<file path="src/rtl/core/lpc_pkg.sv">
// Shared types, constants and the sequencer state type for the line position centroid block.
`default_nettype none

package lpc_pkg;

	localparam int SLOTS        = 5;
	localparam int CHANNELS_DEF = 5;
	localparam int SAMPLE_W     = 10;
	localparam int MIN_W        = 10;
	localparam int RANGE_W      = 11;
	localparam int LEVEL_W      = 11;
	localparam int POS_W        = 13;
	localparam int COUNT_W      = 3;
	localparam int CH_IDX_W     = 3;
	localparam int SUM_W        = 13;
	localparam int WSUM_W       = 14;
	localparam int FRAC_BITS    = 10;
	localparam int DIV_NUM_W    = 24;
	localparam int DIV_DEN_W    = 13;
	localparam int MINS_W       = SLOTS * MIN_W;
	localparam int RANGES_W     = SLOTS * RANGE_W;
	localparam int CFG_DATA_W   = 64;
	localparam int CFG_ADDR_W   = 4;

	localparam logic [LEVEL_W-1:0]  FULL_SCALE   = 11'd1024;
	localparam logic [LEVEL_W-1:0]  SENSE_LEVEL  = 11'd512;
	localparam logic [POS_W-1:0]    POS_MAX      = 13'd4096;
	localparam logic [RANGES_W-1:0] RANGES_RESET = {SLOTS{11'd1024}};

	// register index codes, taken from paddr[3]
	localparam logic REG_MINS   = 1'b0;
	localparam logic REG_RANGES = 1'b1;

	typedef struct packed {
		logic [SAMPLE_W-1:0] sample_zero;
		logic [SAMPLE_W-1:0] sample_one;
		logic [SAMPLE_W-1:0] sample_two;
		logic [SAMPLE_W-1:0] sample_three;
		logic [SAMPLE_W-1:0] sample_four;
	} sample_t;

	typedef struct packed {
		logic [POS_W-1:0]   position;
		logic [COUNT_W-1:0] sensing_count;
		logic [LEVEL_W-1:0] level_zero;
		logic [LEVEL_W-1:0] level_one;
		logic [LEVEL_W-1:0] level_two;
		logic [LEVEL_W-1:0] level_three;
		logic [LEVEL_W-1:0] level_four;
	} result_t;

	typedef struct packed {
		logic [MINS_W-1:0]   mins;
		logic [RANGES_W-1:0] ranges;
	} cfg_t;

	typedef enum logic [2:0] {
		ST_IDLE,
		ST_NORM,
		ST_NWAIT,
		ST_CENT,
		ST_CWAIT,
		ST_DONE
	} state_t;

endpackage

`default_nettype wire

</file>
<file path="src/rtl/core/line_position_centroid.sv">
// Top level: sample normalization and weighted centroid on one shared divider.
`default_nettype none

// A sample word takes one normalizing division per channel and one centroid division, all
// on a single radix-4 divider; a channel at or below its minimum or with a zero range skips
// the divider. sample_ready is high only while the sequencer is idle; one finished result
// can wait in the output register while the next word is accepted. When no channel reads
// above half scale the previous position is repeated.
module line_position_centroid #(
	parameter int CHANNELS = lpc_pkg::CHANNELS_DEF
) (
	input  wire logic                           clk,
	input  wire logic                           arst_n,
	input  wire logic                           sample_valid,
	output logic                                sample_ready,
	input  wire lpc_pkg::sample_t               samples,
	output logic                                result_valid,
	input  wire logic                           result_ready,
	output lpc_pkg::result_t                    result,
	input  wire logic                           psel,
	input  wire logic                           penable,
	input  wire logic                           pwrite,
	input  wire logic [lpc_pkg::CFG_ADDR_W-1:0] paddr,
	input  wire logic [lpc_pkg::CFG_DATA_W-1:0] pwdata,
	output logic      [lpc_pkg::CFG_DATA_W-1:0] prdata,
	output logic                                pready
);
	import lpc_pkg::*;

	localparam logic [CH_IDX_W-1:0] LAST_CH = CH_IDX_W'(CHANNELS - 1);

	cfg_t cfg;

	state_t state_q, state_d;

	logic [SAMPLE_W-1:0] samp_q  [SLOTS];
	logic [LEVEL_W-1:0]  level_q [SLOTS];
	logic [MIN_W-1:0]    mn_arr  [SLOTS];
	logic [RANGE_W-1:0]  rg_arr  [SLOTS];
	logic [CH_IDX_W-1:0] ch_q;
	logic [SUM_W-1:0]    sum_q;
	logic [WSUM_W-1:0]   wacc_q;
	logic [COUNT_W-1:0]  count_q;
	logic [POS_W-1:0]    pos_q;
	logic [POS_W-1:0]    held_q;
	result_t             res_q;
	logic                res_valid_q;

	logic                   accept;
	logic [SAMPLE_W-1:0]    raw;
	logic [MIN_W-1:0]       mn;
	logic [RANGE_W-1:0]     rg;
	logic [SAMPLE_W-1:0]    diff;
	logic                   acc_en;
	logic [LEVEL_W-1:0]     acc_lvl;
	logic                   pos_ld;
	logic [POS_W-1:0]       pos_nxt;
	logic                   res_ld;
	logic                   div_start;
	logic [DIV_NUM_W-1:0]   div_num;
	logic [DIV_DEN_W-1:0]   div_den;
	logic                   div_busy;
	logic                   div_done;
	logic [DIV_NUM_W-1:0]   div_quo;
	logic [LEVEL_W-1:0]     quo_clamped;

	lpc_regs u_regs (
		.clk     (clk),
		.arst_n  (arst_n),
		.psel    (psel),
		.penable (penable),
		.pwrite  (pwrite),
		.paddr   (paddr),
		.pwdata  (pwdata),
		.prdata  (prdata),
		.pready  (pready),
		.cfg     (cfg)
	);

	lpc_div #(
		.NUM_W (DIV_NUM_W),
		.DEN_W (DIV_DEN_W)
	) u_div (
		.clk    (clk),
		.arst_n (arst_n),
		.start  (div_start),
		.num    (div_num),
		.den    (div_den),
		.busy   (div_busy),
		.done   (div_done),
		.quo    (div_quo)
	);

	always_comb begin
		for (int k = 0; k < SLOTS; k++) begin
			mn_arr[k] = cfg.mins[k*MIN_W +: MIN_W];
			rg_arr[k] = cfg.ranges[k*RANGE_W +: RANGE_W];
		end
	end

	assign raw          = samp_q[ch_q];
	assign mn           = mn_arr[ch_q];
	assign rg           = rg_arr[ch_q];
	assign diff         = raw - mn;
	assign quo_clamped  = (div_quo > DIV_NUM_W'(FULL_SCALE)) ? FULL_SCALE : div_quo[LEVEL_W-1:0];
	assign sample_ready = (state_q == ST_IDLE);
	assign accept       = sample_valid & sample_ready;

	always_ff @(posedge clk or negedge arst_n) begin
		if (!arst_n) begin
			state_q <= ST_IDLE;
		end else begin
			state_q <= state_d;
		end
	end

	always_comb begin
		state_d   = state_q;
		acc_en    = 1'b0;
		acc_lvl   = '0;
		pos_ld    = 1'b0;
		pos_nxt   = held_q;
		res_ld    = 1'b0;
		div_start = 1'b0;
		div_num   = {{(DIV_NUM_W-SAMPLE_W-FRAC_BITS){1'b0}}, diff, {FRAC_BITS{1'b0}}};
		div_den   = DIV_DEN_W'(rg);
		unique case (state_q)
			ST_IDLE: begin
				if (sample_valid) state_d = ST_NORM;
			end
			ST_NORM: begin
				if (raw <= mn) begin
					acc_en = 1'b1;
				end else if (rg == '0) begin
					acc_en  = 1'b1;
					acc_lvl = FULL_SCALE;
				end else begin
					div_start = 1'b1;
					state_d   = ST_NWAIT;
				end
				if (acc_en && ch_q == LAST_CH) state_d = ST_CENT;
			end
			ST_NWAIT: begin
				if (div_done) begin
					acc_en  = 1'b1;
					acc_lvl = quo_clamped;
					state_d = (ch_q == LAST_CH) ? ST_CENT : ST_NORM;
				end
			end
			ST_CENT: begin
				if (count_q == '0 || sum_q == '0) begin
					pos_ld  = 1'b1;
					state_d = ST_DONE;
				end else begin
					div_start = 1'b1;
					div_num   = {wacc_q, {FRAC_BITS{1'b0}}};
					div_den   = sum_q;
					state_d   = ST_CWAIT;
				end
			end
			ST_CWAIT: begin
				if (div_done) begin
					pos_ld  = 1'b1;
					pos_nxt = div_quo[POS_W-1:0];
					state_d = ST_DONE;
				end
			end
			ST_DONE: begin
				if (!res_valid_q || result_ready) begin
					res_ld  = 1'b1;
					state_d = ST_IDLE;
				end
			end
			default: state_d = ST_IDLE;
		endcase
	end

	always_ff @(posedge clk or negedge arst_n) begin
		if (!arst_n) begin
			res_valid_q <= 1'b0;
			held_q      <= '0;
		end else begin
			if (res_ld) begin
				res_valid_q <= 1'b1;
				held_q      <= pos_q;
			end else if (result_ready) begin
				res_valid_q <= 1'b0;
			end
		end
	end

	always_ff @(posedge clk) begin
		if (accept) begin
			samp_q[0] <= samples.sample_zero;
			samp_q[1] <= samples.sample_one;
			samp_q[2] <= samples.sample_two;
			samp_q[3] <= samples.sample_three;
			samp_q[4] <= samples.sample_four;
			for (int k = 0; k < SLOTS; k++) level_q[k] <= '0;
			ch_q    <= '0;
			sum_q   <= '0;
			wacc_q  <= '0;
			count_q <= '0;
		end else if (acc_en) begin
			level_q[ch_q] <= acc_lvl;
			sum_q         <= sum_q + SUM_W'(acc_lvl);
			wacc_q        <= WSUM_W'(wacc_q + WSUM_W'(ch_q) * WSUM_W'(acc_lvl));
			count_q       <= count_q + COUNT_W'(acc_lvl > SENSE_LEVEL);
			// hold the index on the last channel
			if (ch_q != LAST_CH) ch_q <= ch_q + 1'b1;
		end
		if (pos_ld) pos_q <= pos_nxt;
		if (res_ld) begin
			res_q.position      <= pos_q;
			res_q.sensing_count <= count_q;
			res_q.level_zero    <= level_q[0];
			res_q.level_one     <= level_q[1];
			res_q.level_two     <= level_q[2];
			res_q.level_three   <= level_q[3];
			res_q.level_four    <= level_q[4];
		end
	end

	assign result_valid = res_valid_q;
	assign result       = res_q;

	a_div_start_idle: assert property (@(posedge clk) disable iff (!arst_n)
		div_start |-> !div_busy)
		else $error("divider started while busy");

	a_wait_done: assert property (@(posedge clk) disable iff (!arst_n)
		((state_q == ST_NWAIT || state_q == ST_CWAIT) && !div_busy) |-> div_done)
		else $error("waiting on an idle divider with no quotient");

	a_acc_in_range: assert property (@(posedge clk) disable iff (!arst_n)
		acc_en |-> (ch_q <= LAST_CH))
		else $error("level accumulated for an unused channel");

	a_pos_range: assert property (@(posedge clk) disable iff (!arst_n)
		result_valid |-> (result.position <= POS_MAX))
		else $error("position above full scale");

	a_count_range: assert property (@(posedge clk) disable iff (!arst_n)
		result_valid |-> (result.sensing_count <= COUNT_W'(CHANNELS)))
		else $error("sensing count above channel count");

endmodule

`default_nettype wire

</file>
<file path="src/rtl/core/lpc_div.sv">
// Shared restoring divider, two quotient bits per cycle.
`default_nettype none

module lpc_div #(
	parameter int NUM_W = lpc_pkg::DIV_NUM_W,
	parameter int DEN_W = lpc_pkg::DIV_DEN_W
) (
	input  wire logic             clk,
	input  wire logic             arst_n,
	input  wire logic             start,
	input  wire logic [NUM_W-1:0] num,
	input  wire logic [DEN_W-1:0] den,
	output logic                  busy,
	output logic                  done,
	output logic [NUM_W-1:0]      quo
);
	import lpc_pkg::*;

	localparam int STEPS  = NUM_W / 2;
	localparam int STEP_W = (STEPS > 1) ? $clog2(STEPS) : 1;

	logic [DEN_W-1:0]  rem_q;
	logic [NUM_W-1:0]  num_q;
	logic [DEN_W-1:0]  den_q;
	logic [STEP_W-1:0] cnt_q;
	logic              busy_q;
	logic              done_q;

	logic [DEN_W:0]    trial_a;
	logic [DEN_W:0]    trial_b;
	logic              ge_a;
	logic              ge_b;
	logic [DEN_W-1:0]  rem_a;
	logic [DEN_W-1:0]  rem_b;
	logic [NUM_W-1:0]  num_a;
	logic [NUM_W-1:0]  num_b;

	// two dependent compare-subtract steps; quotient bits shift in behind the dividend
	always_comb begin
		trial_a = {rem_q, num_q[NUM_W-1]};
		ge_a    = trial_a >= {1'b0, den_q};
		rem_a   = ge_a ? DEN_W'(trial_a - {1'b0, den_q}) : trial_a[DEN_W-1:0];
		num_a   = {num_q[NUM_W-2:0], ge_a};
		trial_b = {rem_a, num_a[NUM_W-1]};
		ge_b    = trial_b >= {1'b0, den_q};
		rem_b   = ge_b ? DEN_W'(trial_b - {1'b0, den_q}) : trial_b[DEN_W-1:0];
		num_b   = {num_a[NUM_W-2:0], ge_b};
	end

	always_ff @(posedge clk or negedge arst_n) begin
		if (!arst_n) begin
			busy_q <= 1'b0;
			done_q <= 1'b0;
			cnt_q  <= '0;
		end else begin
			done_q <= 1'b0;
			if (start) begin
				busy_q <= 1'b1;
				cnt_q  <= STEP_W'(STEPS - 1);
			end else if (busy_q) begin
				cnt_q <= cnt_q - 1'b1;
				if (cnt_q == '0) begin
					busy_q <= 1'b0;
					done_q <= 1'b1;
				end
			end
		end
	end

	always_ff @(posedge clk) begin
		if (start) begin
			rem_q <= '0;
			num_q <= num;
			den_q <= den;
		end else if (busy_q) begin
			rem_q <= rem_b;
			num_q <= num_b;
		end
	end

	assign busy = busy_q;
	assign done = done_q;
	assign quo  = num_q;

endmodule

`default_nettype wire

</file>
<file path="src/rtl/core/lpc_regs.sv">
// APB configuration registers: channel minimums and channel ranges.
`default_nettype none

module lpc_regs (
	input  wire logic                            clk,
	input  wire logic                            arst_n,
	input  wire logic                            psel,
	input  wire logic                            penable,
	input  wire logic                            pwrite,
	input  wire logic [lpc_pkg::CFG_ADDR_W-1:0]  paddr,
	input  wire logic [lpc_pkg::CFG_DATA_W-1:0]  pwdata,
	output logic      [lpc_pkg::CFG_DATA_W-1:0]  prdata,
	output logic                                 pready,
	output lpc_pkg::cfg_t                        cfg
);
	import lpc_pkg::*;

	logic [MINS_W-1:0]   mins_q;
	logic [RANGES_W-1:0] ranges_q;
	logic                wr_en;
	logic                reg_idx;

	assign pready  = 1'b1;
	assign reg_idx = paddr[3];
	assign wr_en   = psel & penable & pwrite;

	always_ff @(posedge clk or negedge arst_n) begin
		if (!arst_n) begin
			mins_q   <= '0;
			ranges_q <= RANGES_RESET;
		end else if (wr_en) begin
			unique case (reg_idx)
				REG_MINS:   mins_q   <= pwdata[MINS_W-1:0];
				REG_RANGES: ranges_q <= pwdata[RANGES_W-1:0];
				default:    ;
			endcase
		end
	end

	always_comb begin
		unique case (reg_idx)
			REG_MINS:   prdata = CFG_DATA_W'(mins_q);
			REG_RANGES: prdata = CFG_DATA_W'(ranges_q);
			default:    prdata = '0;
		endcase
	end

	assign cfg.mins   = mins_q;
	assign cfg.ranges = ranges_q;

endmodule

`default_nettype wire
</file>
<file path="config.mk">
export PLATFORM = sky130hd
export DESIGN_NAME = line_position_centroid
export DESIGN_NICKNAME = d
export VERILOG_FILES = /design/src/rtl/core/lpc_pkg.sv /design/src/rtl/core/line_position_centroid.sv /design/src/rtl/core/lpc_div.sv /design/src/rtl/core/lpc_regs.sv
export SDC_FILE = /design/constraint.sdc
export NUM_CORES = 1
export LEC_CHECK = 0
export ABC_AREA = 1
export CAP_MARGIN = 0
export CORE_MARGIN = 2
export CORE_UTILIZATION = 60
export CTS_BUF_LIST = sky130_fd_sc_hd__clkbuf_2
export CTS_CLUSTER_DIAMETER = 100
export CTS_CLUSTER_SIZE = 14
export DETAILED_ROUTE_END_ITERATION = 12
export DONT_BUFFER_PORTS = 1
export PLACE_DENSITY = 0.79
export RECOVER_POWER = 50
export SLEW_MARGIN = 20
export SYNTH_ARGS = -nofsm -noshare
export SYNTH_HDL_FRONTEND = slang
export SYNTH_SLANG_ARGS = --single-unit
</file>
<file path="constraint.sdc">
create_clock -name clk -period 4.77 [get_ports clk]
set_input_delay 0.2385 -clock clk [delete_from_list [all_inputs] [get_ports clk]]
set_output_delay 0.2385 -clock clk [all_outputs]
set_load 0.02 [all_outputs]
</file>
==> results_dict.tcl <==
set metrics [dict create \
    run_status "finished with violations" \
    violations "max-capacitance violations, max-slew violations, negative setup slack" \
    crit_family "adder cells" \
    routedWlPerCell_microns 20.5 \
    syn_inst 2304 \
    skew_ns 0.167 \
    worst_pin_slew_ns 4.21 \
    ys_seq_elements 403 \
    fin_crit_ns 4.86 \
    h-tree-depth 2 \
    seqCellArea_sq_um 11000 \
    powerDensity_nw_per_um2 256 \
    ant_nets 0 \
    core_sq_um 33700 \
    die_x_microns 190 \
    final_area_sq_um 24100 \
    cp_slowest_cell "fa_1" \
    slew_viol_final 198 \
    placed_cell_area_sq_um 21400 \
    holdWs_ns 0.0460 \
    post-route-drc-count 0 \
    cp_slowest_stage_delay_ns 0.49 \
    gp_congestion 1.02 \
    final_common_cell "nand2_1" \
    dieHeight_microns 190 \
    yosys.area.top_type "edfxtp_1" \
    final_cell_mix "539 x nand2_1, 289 x inv_1, 240 x o21ai_0" \
    synth.avg_cell_area_sq_um 8.97 \
    cts_root_buf "clkbuf_2" \
    drtIter0Drc 1874 \
    yosys.area.top_type_share_pct 32.8 \
    cts_max_path_buffers 3 \
    ioPinCount 263 \
    leakagePower_nw 11.1 \
    cp.arrival_ns 5.66 \
    fin_setup_tns_ns -0.0981 \
    rsz0062_at_grt "true" \
    grt_max_degree 88 \
    crit_path_max_fanout 9 \
    post-dp-hpwl_microns 40800 \
    synth_ff_type "edfxtp_1" \
    async_reset_ff_share_pct 31.8 \
    clk_pin_slew_ns 0.29 \
    synth-warning-count 0 \
    crit_cells 27 \
    start_util_pct 61.3 \
    grt_pass1_vias 17424 \
    start_kind "register" \
    cts_tree "built" \
    required_ns 5.57 \
    routed_wl_microns 62100 \
    r2r_cells 27 \
    worstSetupPathType "register to register" \
    whs_path_depth 3 \
    hp-class "input pin to register" \
    numCtsBuffers 34 \
    hold_viol 0 \
    clk_latency_ns 1.03 \
    fillers 2395 \
    multi_input_area_sq_um 8200 \
    vias 17760 \
    grt_pass1_wl_microns 96300 \
    firstDrtPassIters 7 \
    final_nets 2771 \
    vdd_drop_max_mv 0.280 \
    ys_types 59 \
    io_buffers 0 \
    slew_headroom_pct -181 \
    cts.sinks 403 \
    path_buf_inv 6 \
    dieArea_sq_um 35900 \
    yosys-top-cells-area "edfxtp_1 33%, dfrtp_1 15%, nand2_1 9.9%" \
    num_rows 67 \
    yosysSeqAreaShare_pct 53.1 \
    end_kind "register" \
    grtUsageTotal_pct 34.5 \
    setup_violations 2 \
    via_per_inst 5.86 \
    cap_violations 3 \
    synth_edf_count 226 \
    layout-drive-gt1-share_pct 10.6 \
    overflow 0 \
    timing.final.crit_share_pct 102 \
    antenna_found_initial 4 \
    syn_area_sq_um 20700 \
    timing.fmax_ghz 0.206 \
    syn2layout_area_growth_pct 16.6 \
    fin_ws_ns -0.0915 \
]
==> sequential cells by signal, indices dropped and copies added, names as in the netlist, 14 cells and up, named ones only <==
register,count
result,71
level_q,55
u_regs.ranges_q,55
samp_q,50
u_regs.mins_q,50
u_div.quo,24
wacc_q,14
==> per-layer routing <==
layer	global-route usage, %	part of all wire (%)
met1	44.0	38
met5	0	0
met3	6.94	9.6
met2	57.7	48
met4	14.8	4.7
==> tightest hold or removal path, delay by kind of cell <==
kind | cells | cell delay (ns)
buffers and inverters | 2 | 0.63
AO/OA/AOI/OAI | 1 | 0.08
==> repair_timing <==
| action | in CTS | in global routing |
|---|---|---|
| gates resized for setup | 26 | 35 |
| buffers inserted | 3 | 9 |
| setup endpoints to repair | 4 | 5 |
| hold buffers | 206 | 0 |
| hold endpoints to repair | 349 | 0 |
| pin swaps | 11 | 14 |
==> worst paths after layout <==
check | start | to | slack [ns]
min in group asynchronous | arst_n | u_regs.ranges_q[13] | 2.02
max in group asynchronous | arst_n | u_regs.ranges_q[26] | 0.44
worst max-delay path | register | wacc_q[13] | -0.09
worst min-delay path | pwdata[19] | u_regs.ranges_q[19] | 0.05
worst max register to register | register | wacc_q[13] | -0.09
worst min register to register | level_q[3][3] | result[14] | 0.43
==> metrics by stage <==
stage	cells	worst slack, ns	utilization [%]	total power, mW
6_report	3031	-0.0915	71.5	6.16
5_1_grt	3031	-0.220	71.5	6.34
4_1_cts	3018	0.00634	71.1	6.06
3_5_place_dp	2747	-0.253	63.5	4.51
3_3_place_gp	2747	-0.103	63.5	4.50
2_1_floorplan	2312	0.0247	-	4.34
==> cell type report <==
cell class	instances	area share, %
antenna	4	0.0415
clock buffer	59	1.23
clock inverter	3	0.0675
inverter	308	4.90
multi-input combinational	1502	34.0
sequential	403	45.6
tap	448	2.33
timing repair buffer	304	11.8
==> synth_stat cells (4+ instances only) <==
master,n
a211oi_1,8
a21boi_0,4
a21oi_1,59
a31oi_1,16
buf_2,16
buf_4,19
buf_6,6
clkbuf_1,53
dfrtp_1,123
dfstp_2,5
dfxtp_1,49
edfxtp_1,226
fa_1,25
ha_1,68
inv_1,296
inv_2,7
mux2_2,6
nand2_1,544
nand2_2,4
nand3_1,109
nand4_1,29
nor2_1,215
nor2_2,27
nor3_1,12
o21a_1,12
o21ai_0,242
o22ai_1,20
xnor2_1,19
xor2_1,28
==> where the power goes <==
group / switching [mW] / internal (mW)
Clock: 1.14 / 0.316
Combinational: 0.458 / 0.235
Sequential: 0.188 / 3.83
==> cells by family (layout without fill, tap and decap cells) <==
group	count (synthesis)	in the layout	synth area share (%)
compound gates	381	381	9.99
xor+xnor	47	47	1.99
fa+ha+maj	93	93	6.54
buf+inv	407	674	8.26
flops	403	403	53.1
mux	7	7	0.375
other cells	2	14	0.0363
simple gates	964	964	19.7
Power figures use the tool's default switching activity.
